===== src/design/vbgs_pkg.sv =====
`timescale 1ns / 1ps
// Shared types, widths and constants of the variance-based PID gain scheduler.
// No dependencies; every other file of the block imports this package.
package vbgs_pkg;

  localparam int HISTORY_DEPTH = 10;
  localparam int IDX_W         = $clog2(HISTORY_DEPTH);
  localparam int N_W           = $clog2(HISTORY_DEPTH + 1);

  localparam int TEMP_W  = 16;
  localparam int ERR_W   = TEMP_W + 1;
  localparam int MAG_W   = TEMP_W;
  localparam int SQ_W    = 2 * MAG_W;
  localparam int S1_W    = ERR_W + $clog2(HISTORY_DEPTH);
  localparam int S2_W    = SQ_W + $clog2(HISTORY_DEPTH);
  localparam int NS2_W   = S2_W + N_W;
  localparam int SQ1_W   = 2 * (S1_W - 1);
  localparam int SPR_W   = NS2_W;
  localparam int N2_W    = 2 * N_W;
  localparam int VAR_W   = 24;
  localparam int THR_W   = VAR_W + N2_W;
  localparam int CMP_W   = (SPR_W > THR_W) ? SPR_W : THR_W;

  localparam int CFG_W     = 24;
  localparam int CFG_IDX_W = 3;
  localparam int BASE_W    = 16;
  localparam int LIMIT_W   = 16;

  localparam int GAIN_W    = 17;
  localparam int MULT_W    = 4;
  localparam int PROD_W    = BASE_W + MULT_W;
  localparam int DIV_SHIFT = 23;
  localparam logic [PROD_W-1:0] RECIP_TEN = PROD_W'(838861);

  localparam logic [MULT_W-1:0] MULT_OSC_P = MULT_W'(8);
  localparam logic [MULT_W-1:0] MULT_OSC_I = MULT_W'(5);
  localparam logic [MULT_W-1:0] MULT_OSC_D = MULT_W'(12);
  localparam logic [MULT_W-1:0] MULT_STB_P = MULT_W'(12);
  localparam logic [MULT_W-1:0] MULT_STB_I = MULT_W'(8);
  localparam logic [MULT_W-1:0] MULT_STB_D = MULT_W'(8);
  localparam logic [MULT_W-1:0] MULT_UNITY = MULT_W'(10);

  typedef enum logic [1:0] {
    MODE_OSC    = 2'd0,
    MODE_STABLE = 2'd1,
    MODE_BASE   = 2'd2
  } tmode_t;

  typedef enum logic [CFG_IDX_W-1:0] {
    CFG_BASE_KP       = 3'd0,
    CFG_BASE_KI       = 3'd1,
    CFG_BASE_KD       = 3'd2,
    CFG_OUTLIER_LIMIT = 3'd3,
    CFG_VARIANCE_HIGH = 3'd4,
    CFG_VARIANCE_LOW  = 3'd5,
    CFG_NEAR_LIMIT    = 3'd6
  } cfg_idx_t;

  typedef struct packed {
    logic                    wr_en;
    logic [IDX_W-1:0]        wr_addr;
    logic signed [ERR_W-1:0] wr_data;
    logic                    rd_en;
    logic [IDX_W-1:0]        rd_addr;
  } ring_req_t;

  typedef struct packed {
    logic   start;
    tmode_t mode;
  } gain_req_t;

  typedef struct packed {
    logic              done;
    logic [GAIN_W-1:0] gain_p;
    logic [GAIN_W-1:0] gain_i;
    logic [GAIN_W-1:0] gain_d;
  } gain_rsp_t;

endpackage


===== src/design/vbgs_ring.sv =====
`timescale 1ns / 1ps
// Error history memory: one write port, one registered read port.
// Per-entry valid bits make unwritten entries read as zero. Uses vbgs_pkg.
module vbgs_ring
  import vbgs_pkg::*;
(
  input  logic                    clk,
  input  logic                    rst_n,
  input  ring_req_t               req,
  output logic signed [ERR_W-1:0] rd_data
);

  logic signed [ERR_W-1:0] mem [HISTORY_DEPTH];
  logic [HISTORY_DEPTH-1:0] valid_r;
  logic signed [ERR_W-1:0] rd_word_r;
  logic                    rd_valid_r;

  always_ff @(posedge clk) begin
    if (req.wr_en) begin
      mem[req.wr_addr] <= req.wr_data;
    end
    if (req.rd_en) begin
      rd_word_r <= mem[req.rd_addr];
    end
  end

  always_ff @(posedge clk) begin
    if (!rst_n) begin
      valid_r    <= '0;
      rd_valid_r <= 1'b0;
    end else begin
      if (req.wr_en) begin
        valid_r[req.wr_addr] <= 1'b1;
      end
      if (req.rd_en) begin
        rd_valid_r <= valid_r[req.rd_addr];
      end
    end
  end

  assign rd_data = rd_valid_r ? rd_word_r : '0;

endmodule


===== src/design/vbgs_gain.sv =====
`timescale 1ns / 1ps
// Gain scaling unit: base gain times a tenths multiplier, truncated.
// Gains are formed in turn, each scaled and then divided by ten through a reciprocal. Uses vbgs_pkg.
module vbgs_gain
  import vbgs_pkg::*;
(
  input  logic              clk,
  input  logic              rst_n,
  input  gain_req_t         req,
  input  logic [BASE_W-1:0] base_kp,
  input  logic [BASE_W-1:0] base_ki,
  input  logic [BASE_W-1:0] base_kd,
  output gain_rsp_t         rsp
);

  typedef enum logic [1:0] {
    G_IDLE,
    G_SCALE,
    G_DIV
  } gstate_t;

  gstate_t             state_r;
  tmode_t              mode_r;
  logic [1:0]          sel_r;
  logic [PROD_W-1:0]   prod_r;
  logic [GAIN_W-1:0]   gain_p_r;
  logic [GAIN_W-1:0]   gain_i_r;
  logic [GAIN_W-1:0]   gain_d_r;
  logic                done_r;
  logic [BASE_W-1:0]   base_sel;
  logic [MULT_W-1:0]   mult_sel;
  logic [2*PROD_W-1:0] recip_prod;
  logic [GAIN_W-1:0]   quot;

  always_comb begin
    case (sel_r)
      2'd0:    base_sel = base_kp;
      2'd1:    base_sel = base_ki;
      default: base_sel = base_kd;
    endcase
  end

  always_comb begin
    mult_sel = MULT_UNITY;
    case (mode_r)
      MODE_OSC: begin
        case (sel_r)
          2'd0:    mult_sel = MULT_OSC_P;
          2'd1:    mult_sel = MULT_OSC_I;
          default: mult_sel = MULT_OSC_D;
        endcase
      end
      MODE_STABLE: begin
        case (sel_r)
          2'd0:    mult_sel = MULT_STB_P;
          2'd1:    mult_sel = MULT_STB_I;
          default: mult_sel = MULT_STB_D;
        endcase
      end
      default: mult_sel = MULT_UNITY;
    endcase
  end

  assign recip_prod = prod_r * RECIP_TEN;
  assign quot       = recip_prod[DIV_SHIFT+GAIN_W-1:DIV_SHIFT];

  always_ff @(posedge clk) begin
    if (!rst_n) begin
      state_r <= G_IDLE;
      done_r  <= 1'b0;
      sel_r   <= 2'd0;
      mode_r  <= MODE_BASE;
    end else begin
      done_r <= 1'b0;
      case (state_r)
        G_IDLE: begin
          if (req.start) begin
            mode_r  <= req.mode;
            sel_r   <= 2'd0;
            state_r <= G_SCALE;
          end
        end
        G_SCALE: begin
          prod_r  <= base_sel * mult_sel;
          state_r <= G_DIV;
        end
        G_DIV: begin
          case (sel_r)
            2'd0:    gain_p_r <= quot;
            2'd1:    gain_i_r <= quot;
            default: gain_d_r <= quot;
          endcase
          if (sel_r == 2'd2) begin
            done_r  <= 1'b1;
            state_r <= G_IDLE;
          end else begin
            sel_r   <= sel_r + 2'd1;
            state_r <= G_SCALE;
          end
        end
        default: state_r <= G_IDLE;
      endcase
    end
  end

  assign rsp.done   = done_r;
  assign rsp.gain_p = gain_p_r;
  assign rsp.gain_i = gain_i_r;
  assign rsp.gain_d = gain_d_r;

endmodule


===== src/design/variance_based_pid_gain_scheduler.sv =====
`timescale 1ns / 1ps
// Top level of the variance-based PID gain scheduler: sequencer, statistics
// and variance test. Uses vbgs_pkg, vbgs_ring and vbgs_gain.
//
// Usage:
//   Input channel in_valid/in_stall carries one adaptation item (setpoint and
//   measured temperature). The error is written into a 10-entry history ring
//   held in a synchronous memory, then the ring is read back one entry per
//   cycle to form count, sum and sum of squares of the non-outlier entries.
//   Output channel out_valid/out_stall carries the new gains and tuning mode.
//   An item with no non-outlier history entry yields no result.
//   From accept to out_valid an item passes the ring reads, the pipeline drain,
//   the variance steps, the shared gain unit and the output register load. One
//   item is in work at a time; an item with no result ends early, and an item
//   takes longer while a result waits. The result sits in an output register:
//   the next item is accepted while it waits, and a new result waits for that
//   register to drain. Configuration writes on cfg_wr_en take effect at once
//   and are to be made by the user while the block is idle; the block itself
//   does not enforce this. Synchronous reset clears the history, the ring
//   pointer and all control state, and loads the register defaults.
module variance_based_pid_gain_scheduler
  import vbgs_pkg::*;
(
  input  logic                     clk,
  input  logic                     rst_n,
  input  logic                     in_valid,
  output logic                     in_stall,
  input  logic signed [TEMP_W-1:0] in_setpoint_temp,
  input  logic signed [TEMP_W-1:0] in_measured_temp,
  output logic                     out_valid,
  input  logic                     out_stall,
  output logic [GAIN_W-1:0]        out_gain_p,
  output logic [GAIN_W-1:0]        out_gain_i,
  output logic [GAIN_W-1:0]        out_gain_d,
  output logic [1:0]               out_tuning_mode,
  input  logic                     cfg_wr_en,
  input  logic [CFG_IDX_W-1:0]     cfg_index,
  input  logic [CFG_W-1:0]         cfg_data
);

  typedef enum logic [3:0] {
    ST_IDLE,
    ST_WALK,
    ST_DRAIN,
    ST_MUL1,
    ST_MUL2,
    ST_MUL3,
    ST_MUL4,
    ST_DECIDE,
    ST_GAIN
  } state_t;

  state_t state_r;

  logic [BASE_W-1:0]  base_kp_r;
  logic [BASE_W-1:0]  base_ki_r;
  logic [BASE_W-1:0]  base_kd_r;
  logic [LIMIT_W-1:0] outlier_r;
  logic [VAR_W-1:0]   var_high_r;
  logic [VAR_W-1:0]   var_low_r;
  logic [LIMIT_W-1:0] near_limit_r;

  logic [IDX_W-1:0]        pos_r;
  logic [N_W-1:0]          step_r;
  logic                    near_r;
  logic                    rd_vld_r;
  logic                    use_r;
  logic signed [ERR_W-1:0] e_r;
  logic [SQ_W-1:0]         sq_r;
  logic [N_W-1:0]          n_r;
  logic signed [S1_W-1:0]  s1_r;
  logic [S2_W-1:0]         s2_r;
  logic [NS2_W-1:0]        ns2_r;
  logic [N2_W-1:0]         n2_r;
  logic [S1_W-2:0]         s1_mag_r;
  logic [SQ1_W-1:0]        s1sq_r;
  logic [SPR_W-1:0]        spread_r;
  logic [THR_W-1:0]        thr_r;
  logic                    hi_r;
  tmode_t                  mode_r;

  logic                    out_valid_r;
  logic [GAIN_W-1:0]       out_gain_p_r;
  logic [GAIN_W-1:0]       out_gain_i_r;
  logic [GAIN_W-1:0]       out_gain_d_r;
  tmode_t                  out_mode_r;

  logic signed [ERR_W-1:0] err_w;
  logic [ERR_W-1:0]        err_mag;
  logic signed [ERR_W-1:0] rd_data;
  logic [ERR_W-1:0]        rd_mag;
  logic [S1_W-1:0]         s1_abs;
  logic                    in_acc;
  logic                    out_free;
  logic                    lo_w;
  ring_req_t               ring_req;
  gain_req_t               gain_req;
  gain_rsp_t               gain_rsp;

  assign in_stall = (state_r != ST_IDLE);
  assign in_acc   = in_valid && !in_stall;
  assign out_free = !out_valid_r || !out_stall;

  assign err_w   = ERR_W'(in_setpoint_temp) - ERR_W'(in_measured_temp);
  assign err_mag = err_w[ERR_W-1] ? -err_w : err_w;
  assign rd_mag  = rd_data[ERR_W-1] ? -rd_data : rd_data;
  assign s1_abs  = s1_r[S1_W-1] ? -s1_r : s1_r;
  assign lo_w    = CMP_W'(spread_r) < CMP_W'(thr_r);

  always_comb begin
    ring_req.wr_en   = in_acc;
    ring_req.wr_addr = pos_r;
    ring_req.wr_data = err_w;
    ring_req.rd_en   = (state_r == ST_WALK);
    ring_req.rd_addr = step_r[IDX_W-1:0];
  end

  vbgs_ring u_ring (
    .clk     (clk),
    .rst_n   (rst_n),
    .req     (ring_req),
    .rd_data (rd_data)
  );

  always_comb begin
    gain_req.start = (state_r == ST_DECIDE) && out_free;
    if (hi_r) begin
      gain_req.mode = MODE_OSC;
    end else if (lo_w && near_r) begin
      gain_req.mode = MODE_STABLE;
    end else begin
      gain_req.mode = MODE_BASE;
    end
  end

  vbgs_gain u_gain (
    .clk     (clk),
    .rst_n   (rst_n),
    .req     (gain_req),
    .base_kp (base_kp_r),
    .base_ki (base_ki_r),
    .base_kd (base_kd_r),
    .rsp     (gain_rsp)
  );

  always_ff @(posedge clk) begin
    if (!rst_n) begin
      base_kp_r    <= BASE_W'(256);
      base_ki_r    <= BASE_W'(256);
      base_kd_r    <= BASE_W'(256);
      outlier_r    <= LIMIT_W'(800);
      var_high_r   <= VAR_W'(1280);
      var_low_r    <= VAR_W'(128);
      near_limit_r <= LIMIT_W'(32);
    end else if (cfg_wr_en) begin
      case (cfg_index)
        CFG_BASE_KP:       base_kp_r    <= cfg_data[BASE_W-1:0];
        CFG_BASE_KI:       base_ki_r    <= cfg_data[BASE_W-1:0];
        CFG_BASE_KD:       base_kd_r    <= cfg_data[BASE_W-1:0];
        CFG_OUTLIER_LIMIT: outlier_r    <= cfg_data[LIMIT_W-1:0];
        CFG_VARIANCE_HIGH: var_high_r   <= cfg_data[VAR_W-1:0];
        CFG_VARIANCE_LOW:  var_low_r    <= cfg_data[VAR_W-1:0];
        CFG_NEAR_LIMIT:    near_limit_r <= cfg_data[LIMIT_W-1:0];
        default: ;
      endcase
    end
  end

  // statistics pipeline: read, square and filter, accumulate
  always_ff @(posedge clk) begin
    if (rd_vld_r) begin
      e_r  <= rd_data;
      sq_r <= rd_mag[MAG_W-1:0] * rd_mag[MAG_W-1:0];
    end
  end

  always_ff @(posedge clk) begin
    if (!rst_n) begin
      state_r  <= ST_IDLE;
      pos_r    <= '0;
      step_r   <= '0;
      rd_vld_r <= 1'b0;
      use_r    <= 1'b0;
      n_r      <= '0;
      s1_r     <= '0;
      s2_r     <= '0;
      near_r   <= 1'b0;
      hi_r     <= 1'b0;
      mode_r   <= MODE_BASE;
    end else begin
      rd_vld_r <= (state_r == ST_WALK);
      use_r    <= rd_vld_r && (rd_mag < ERR_W'(outlier_r));
      if (use_r) begin
        n_r  <= n_r + N_W'(1);
        s1_r <= s1_r + S1_W'(e_r);
        s2_r <= s2_r + S2_W'(sq_r);
      end
      case (state_r)
        ST_IDLE: begin
          if (in_acc) begin
            near_r  <= err_mag < ERR_W'(near_limit_r);
            pos_r   <= (pos_r == IDX_W'(HISTORY_DEPTH - 1)) ? '0 : pos_r + IDX_W'(1);
            step_r  <= '0;
            n_r     <= '0;
            s1_r    <= '0;
            s2_r    <= '0;
            state_r <= ST_WALK;
          end
        end
        ST_WALK: begin
          if (step_r == N_W'(HISTORY_DEPTH - 1)) begin
            state_r <= ST_DRAIN;
          end else begin
            step_r <= step_r + N_W'(1);
          end
        end
        ST_DRAIN: begin
          if (!rd_vld_r && !use_r) begin
            state_r <= ST_MUL1;
          end
        end
        ST_MUL1: begin
          if (n_r == '0) begin
            state_r <= ST_IDLE;
          end else begin
            ns2_r    <= n_r * s2_r;
            n2_r     <= n_r * n_r;
            s1_mag_r <= s1_abs[S1_W-2:0];
            state_r  <= ST_MUL2;
          end
        end
        ST_MUL2: begin
          s1sq_r  <= s1_mag_r * s1_mag_r;
          state_r <= ST_MUL3;
        end
        ST_MUL3: begin
          spread_r <= ns2_r - SPR_W'(s1sq_r);
          thr_r    <= var_high_r * n2_r;
          state_r  <= ST_MUL4;
        end
        ST_MUL4: begin
          hi_r    <= CMP_W'(spread_r) > CMP_W'(thr_r);
          thr_r   <= var_low_r * n2_r;
          state_r <= ST_DECIDE;
        end
        ST_DECIDE: begin
          if (out_free) begin
            mode_r  <= gain_req.mode;
            state_r <= ST_GAIN;
          end
        end
        ST_GAIN: begin
          if (gain_rsp.done) begin
            state_r <= ST_IDLE;
          end
        end
        default: state_r <= ST_IDLE;
      endcase
    end
  end

  always_ff @(posedge clk) begin
    if (!rst_n) begin
      out_valid_r <= 1'b0;
    end else if (gain_rsp.done) begin
      out_valid_r <= 1'b1;
    end else if (out_valid_r && !out_stall) begin
      out_valid_r <= 1'b0;
    end
  end

  always_ff @(posedge clk) begin
    if (gain_rsp.done) begin
      out_gain_p_r <= gain_rsp.gain_p;
      out_gain_i_r <= gain_rsp.gain_i;
      out_gain_d_r <= gain_rsp.gain_d;
      out_mode_r   <= mode_r;
    end
  end

  assign out_valid       = out_valid_r;
  assign out_gain_p      = out_gain_p_r;
  assign out_gain_i      = out_gain_i_r;
  assign out_gain_d      = out_gain_d_r;
  assign out_tuning_mode = out_mode_r;

`ifndef SYNTH
  a_accept_locks: assert property (@(posedge clk) disable iff (!rst_n)
    in_acc |=> in_stall)
    else $error("input not stalled after an accepted item");

  a_no_overwrite: assert property (@(posedge clk) disable iff (!rst_n)
    gain_rsp.done |-> out_free)
    else $error("new result would overwrite a waiting result");

  a_pos_range: assert property (@(posedge clk) disable iff (!rst_n)
    pos_r <= IDX_W'(HISTORY_DEPTH - 1))
    else $error("ring pointer out of range");

  a_count_bound: assert property (@(posedge clk) disable iff (!rst_n)
    n_r <= N_W'(HISTORY_DEPTH))
    else $error("valid entry count exceeds history depth");
`endif

endmodule


===== config.mk =====
export PLATFORM = sky130hd
export DESIGN_NAME = variance_based_pid_gain_scheduler
export DESIGN_NICKNAME = d
export VERILOG_FILES = /design/src/design/vbgs_pkg.sv /design/src/design/vbgs_ring.sv /design/src/design/vbgs_gain.sv /design/src/design/variance_based_pid_gain_scheduler.sv
export SDC_FILE = /design/constraint.sdc
export NUM_CORES = 2
export LEC_CHECK = 0
export BUFFER_PORTS_ARGS = -buffer_cell sky130_fd_sc_hd__buf_4
export CORE_ASPECT_RATIO = 1.4
export CORE_MARGIN = 2
export CORE_UTILIZATION = 24
export CTS_CLUSTER_DIAMETER = 120
export DETAILED_ROUTE_END_ITERATION = 6
export SETUP_SLACK_MARGIN = 0.1
export SLEW_MARGIN = 20
export SYNTH_ARGS = -nofsm -noshare
export SYNTH_HDL_FRONTEND = slang
export SYNTH_SLANG_ARGS = --single-unit

===== constraint.sdc =====
create_clock -name clk -period 19.5 [get_ports clk]
set_input_delay 3.9 -clock clk [delete_from_list [all_inputs] [get_ports clk]]
set_output_delay 3.9 -clock clk [all_outputs]
set_load 0.1 [all_outputs]

# After elaboration in Yosys (flattened, before gate mapping)
# Memory sizes are Yosys's and may differ from the RTL's. A register that Yosys moved wholly into a read port is not among the register bits.
# Cells that the tools add are included.
# word_totals
reg_bits	579
latchBits	0
mem_bits_rw	170
romBits	0
output_inout_bits	55
n_memories	1
# mem_list
name	words	word_bits	read_ports	rd_ports_with_merged_regs	write_ports	line	source
u_ring.mem	10	17	1	1	1	vbgs_ring.sv:13	logic signed [ERR_W-1:0] mem [HISTORY_DEPTH];
# op_classes
add_sub_neg	11
n_mul	8
div	0
n_lt_le_gt_ge	7
n_eq_ne	29
shift	0
n_mux	46
bitwise_logic	3
n_reduce_logical	47
# ops
op	count
36-bit two-way mux	3
24-bit by 8-bit multiplier with 32-bit output	2
32-bit one-hot mux with 2 select lines	1
21-bit two-way mux	3
17-bit two-way mux	3
4-bit two-way mux	11
40-bit by 32-bit greater-than comparator with 1-bit output	1
40-bit by 32-bit less-than comparator with 1-bit output	1
20-bit by 20-bit multiplier with 40-bit output	1
20-bit by 20-bit multiplier with 40-bit output, second input constant	1
4-bit by 36-bit multiplier with 40-bit output	1
40-bit subtractor	1
36-bit by 32-bit adder with 36-bit output	1
4-bit one-hot mux with 9 select lines	1
17-bit by 16-bit less-than comparator with 1-bit output	2
17-bit negator	2
16-bit by 16-bit multiplier with 32-bit output	1
16-bit one-hot mux with 2 select lines	1
2-bit AND reduction	15
4-bit one-hot mux with 2 select lines	3
21-bit by 17-bit adder with 21-bit output	1
16-bit by 4-bit multiplier with 20-bit output	1
20-bit two-way mux	1
20-bit negator	1
37 further kinds	92

# Depth between registers and ports, before layout
# logic_depth
ltp_word	5
depth_mapped	36

# Modules after synthesis
# Synthesis repeated with hierarchy kept, for this count alone.
# hier_totals
hier_cells	7650
area_unflattened_um2	76764.9
# by_module_without_submodules
module	n_inst	cells_each	area_each_um2
variance_based_pid_gain_scheduler	1	6195	57644.0
vbgs_gain	1	1077	11544.8
vbgs_ring	1	378	7576.0

# Worst setup path before layout
# No wires, ideal clock.
# synth_timing
path_kind	in2reg
from	in rst_n
to	reg n2_r[0] (enable)
arrival_time_ns	14.422
required_time_ns	18.650
slack_ns	4.228
stages	2
path_buffers	0
cell_sequence	nand2b_1 a2111oi_0
# synth_between
elab_chain_cells	1
# synth_rtl
item	line	source
start, declared	variance_based_pid_gain_scheduler.sv:25	input logic rst_n,
3-bit AND reduction (no line)	--	
end signal, assigned	variance_based_pid_gain_scheduler.sv:227	n2_r <= n_r * n_r;
end, declared	variance_based_pid_gain_scheduler.sv:74	logic [N2_W-1:0] n2_r;
# No other way between the ends.
# A chain may end at the register's enable or synchronous reset.

# Worst setup path in the final report
# layout_timing
from	reg u_ring.rd_valid_r
to	reg sq_r[31] (data pin)
# layout_between
elab_chain_cells	4
# layout_rtl
item	line	source
start, declared	vbgs_ring.sv:16	logic rd_valid_r;
start signal, assigned	vbgs_ring.sv:36	rd_valid_r <= valid_r[req.rd_addr];
17-bit two-way mux (*)	vbgs_ring.sv:41	assign rd_data = rd_valid_r ? rd_word_r : '0;
17-bit negator	variance_based_pid_gain_scheduler.sv:106	assign rd_mag = rd_data[ERR_W-1] ? -rd_data : rd_data;
17-bit two-way mux (*)	variance_based_pid_gain_scheduler.sv:106	
16-bit by 16-bit multiplier with 32-bit output (*)	variance_based_pid_gain_scheduler.sv:173	sq_r <= rd_mag[MAG_W-1:0] * rd_mag[MAG_W-1:0];
end signal, assigned	variance_based_pid_gain_scheduler.sv:173	
end, declared	variance_based_pid_gain_scheduler.sv:69	logic [SQ_W-1:0] sq_r;
# Every way passes the cells marked *; elsewhere a longest branch is shown, timed or not.

==> impl_metrics.toml <==
[critical_path]
critPathCaptureType = "flop"
slowest_stage = "dfxtp_1"
worstSetupPathType = "flop to flop"
worstPathRequired_ps = 19940
worstPathArrival_ps = 9640
critPathMostFrequentCell = "fa_1"
cp-start-kind = "flop"
cp_max_fo = 29
r2r_cells = 29
slowest_delay_ps = 880

[pwr]
ir_drop_v = 0.0000666
power_density_mw_per_mm2 = 55.4
power.leakage_nw = 38.4
fin_total_pwr_w = 0.00472

[clocking]
numCtsBuffers = 88
hold_buffers = 0
cts.sinks = 762
htreeDepth = 3
clk_latency_ps = 710
cts_buffer_depth = 3
cts_tree = "yes"
postCtsResizedCells = 0
clkTransAtPathRegs_ps = 60
cts_setup_buffers = 0
cts_root_buf = "clkbuf_16"

[timing]
finalSetupViolations = 0
fmax_mhz = 109
finalClockSkew_ps = 53.7
period_minus_slack_ps = 9200
worstMarginPinSlew_ps = 1190
period_share_pct = 47.2
maxSlewHeadroom_pct = 20.7
rsz0062_at_grt = "false"
maxSlewViolCount = 0
fin_tns_setup_ps = 0
hold_viol = 0

[global_route]
antenna_found_initial = 9
grt_overflow = 0
grt_pass1_wl_um = 306000
grt_usage_pct = 12.0
grt_pass1_vias = 55700
grt_max_degree = 82

[place]
placedCellCount = 11800
dp_hpwl_um = 151000
placed_area_mm2 = 0.0822
port_buffers = 118
gp_congestion = 0.888

[yosys]
synth-main-ff-cell = "edfxtp_1"
synth-edff-count = 536
syn_area_mm2 = 0.0763
synth_seq_cells = 762
ys_types = 95
synthArstFlopShare_pct = 0
seq_area_frac_synth_pct = 27.0
syn_avg_cell_area_um2 = 9.95
yosysWarnings = 0
synth_cells = 7666

[floorplan]
core_area_mm2 = 0.316
num_rows = 244
die_w_um = 481
pin_count = 119
die_area_mm2 = 0.322
start_util_pct = 24.1
chipHeight_um = 671

[layout]
drive_above_1_share_pct = 5.72
syn_to_final_growth_pct = 11.8
fin_cells = 12000
fin_nets = 9536
stdcell_area_mm2 = 0.0853

[min_path]
hold_depth = 0
hold_class = "flop to flop"

[run_status]
status = "completed"

[detailed_routing]
wl_um = 193000
drt_iter0_markers = 2747
wl_per_cell_um = 16.1
drc = 0
postRouteAntennaNets = 0
vias_per_cell = 4.39
num_vias = 52700
first_pass_iters = 5

[job]
cap_violations = 0
==> cell usage after synthesis (9+ instances only) <==
master	instances	share of area, %
a211oi_1	51	0.50
a21boi_0	133	1.3
a21o_1	153	1.5
a21oi_1	303	2.0
a22oi_1	16	0.16
a31oi_1	36	0.30
and2_1	348	2.9
and3_1	33	0.27
buf_1	14	0.069
clkbuf_1	194	0.95
dfxtp_1	226	5.9
edfxtp_1	536	21
fa_1	900	24
ha_1	836	14
inv_1	1355	6.7
mux2i_1	50	0.66
mux4_2	36	1.1
nand2_1	931	4.6
nand2b_1	49	0.40
nand3_1	74	0.49
nand3b_1	10	0.098
nand4_1	30	0.25
nor2_1	327	1.6
nor2b_1	71	0.58
nor3_1	66	0.43
nor3b_1	14	0.14
nor4_1	13	0.11
o211ai_1	25	0.25
o21a_1	72	0.71
o21ai_0	168	1.1
o21bai_1	28	0.28
o22ai_1	10	0.082
o31ai_1	25	0.25
o41ai_1	9	0.10
or2_2	21	0.17
or3_1	16	0.13
xnor2_1	237	2.7
xor2_1	104	1.2
==> report_power, final <==
part           switching, W  total, W  internal [W]
clock network      0.000731   0.00171      0.000977
registers         0.0000617   0.00189       0.00183
logic              0.000684   0.00112      0.000439
==> flip-flops by register name, indices dropped and copies added (netlist names), 20 cells and up <==
register       flops
spread_r          40
u_gain.prod_r     20
thr_r             32
s1sq_r            39
var_high_r        24
s1_r              21
s1_mag_r          20
sq_r              30
var_low_r         24
s2_r              36
u_ring.mem       170
ns2_r             40
==> through the flow <==
| step | hold WS, ps | utilization [%] | worst slack, ps |
|---|---|---|---|
| after floorplan | 400 | - | 4230 |
| after global placement | 401 | 26.0 | 10500 |
| after detailed placement | 405 | 26.0 | 10400 |
| after CTS | 417 | 27.0 | 10320 |
| after global routing | 424 | 27.0 | 9720 |
| final | 416 | 27.0 | 10300 |
==> worst max-delay path, delay by kind of cell (launching register included) <==
| family | cells | cell delay [ps] |
|---|---|---|
| simple gates | 4 | 1110 |
| xor+xnor | 2 | 240 |
| flops | 1 | 880 |
| buf+inv | 5 | 1080 |
| compound gates | 10 | 1920 |
| fa+ha+maj | 8 | 3720 |
==> layout make-up <==
type,instances,area (µm²)
clock inverters,57,666
multi-input cells,5326,49800
flip-flops and latches,762,20600
inverters,1364,5120
fillers,33400,231000
repair buffers,194,1460
clock buffers,109,2340
diodes,3,7.51
well taps,4182,5230
==> layer usage <==
layer  GRT usage [%]  vias to the layer above  routed length, µm
met4            5.72                       10              10300
li1                -                    25100                  -
met5               0                        -                 60
met3            1.40                      362               6530
met2            22.7                      873             101000
met1            13.2                    26300              74500
==> kinds of logic after synthesis <==
kind of cell / after synthesis / synth area share, %
AOI/OAI and AO/OA: 1122 / 9.66
xor gates and xnor gates: 341 / 3.91
adders and majority gates: 1736 / 37.3
buffers and inverters: 1581 / 7.81
DFF: 762 / 27.0
muxes: 90 / 1.78
other: 1 / 0.00492
and+or+nand+nor: 2033 / 12.5
==> path summary, 6_finish.rpt <==
kind	slack, ps	to	start
setup / recovery	10300	sq_r[31]	u_ring.rd_valid_r
hold / removal	420	out_gain_p[12]	u_gain.gain_p_r[12]
setup reg to reg	10300	sq_r[31]	u_ring.rd_valid_r
hold reg to reg	420	out_gain_p[12]	u_gain.gain_p_r[12]
==> placed cells by master, fill, tap and decap left out, drive strengths merged, types with 109 or more instances in the layout <==
cell | synthesis | routed
nand2 | 932 | 932
and2 | 350 | 350
xnor2 | 237 | 237
a21o | 153 | 153
o21ai | 175 | 175
clkbuf | 194 | 109
a21boi | 133 | 133
inv | 1356 | 1365
a21oi | 305 | 305
dfxtp | 226 | 226
edfxtp | 536 | 536
buf | 23 | 194
ha | 836 | 836
nor2 | 328 | 328
fa | 900 | 900
(Power assumes the default switching activity.)
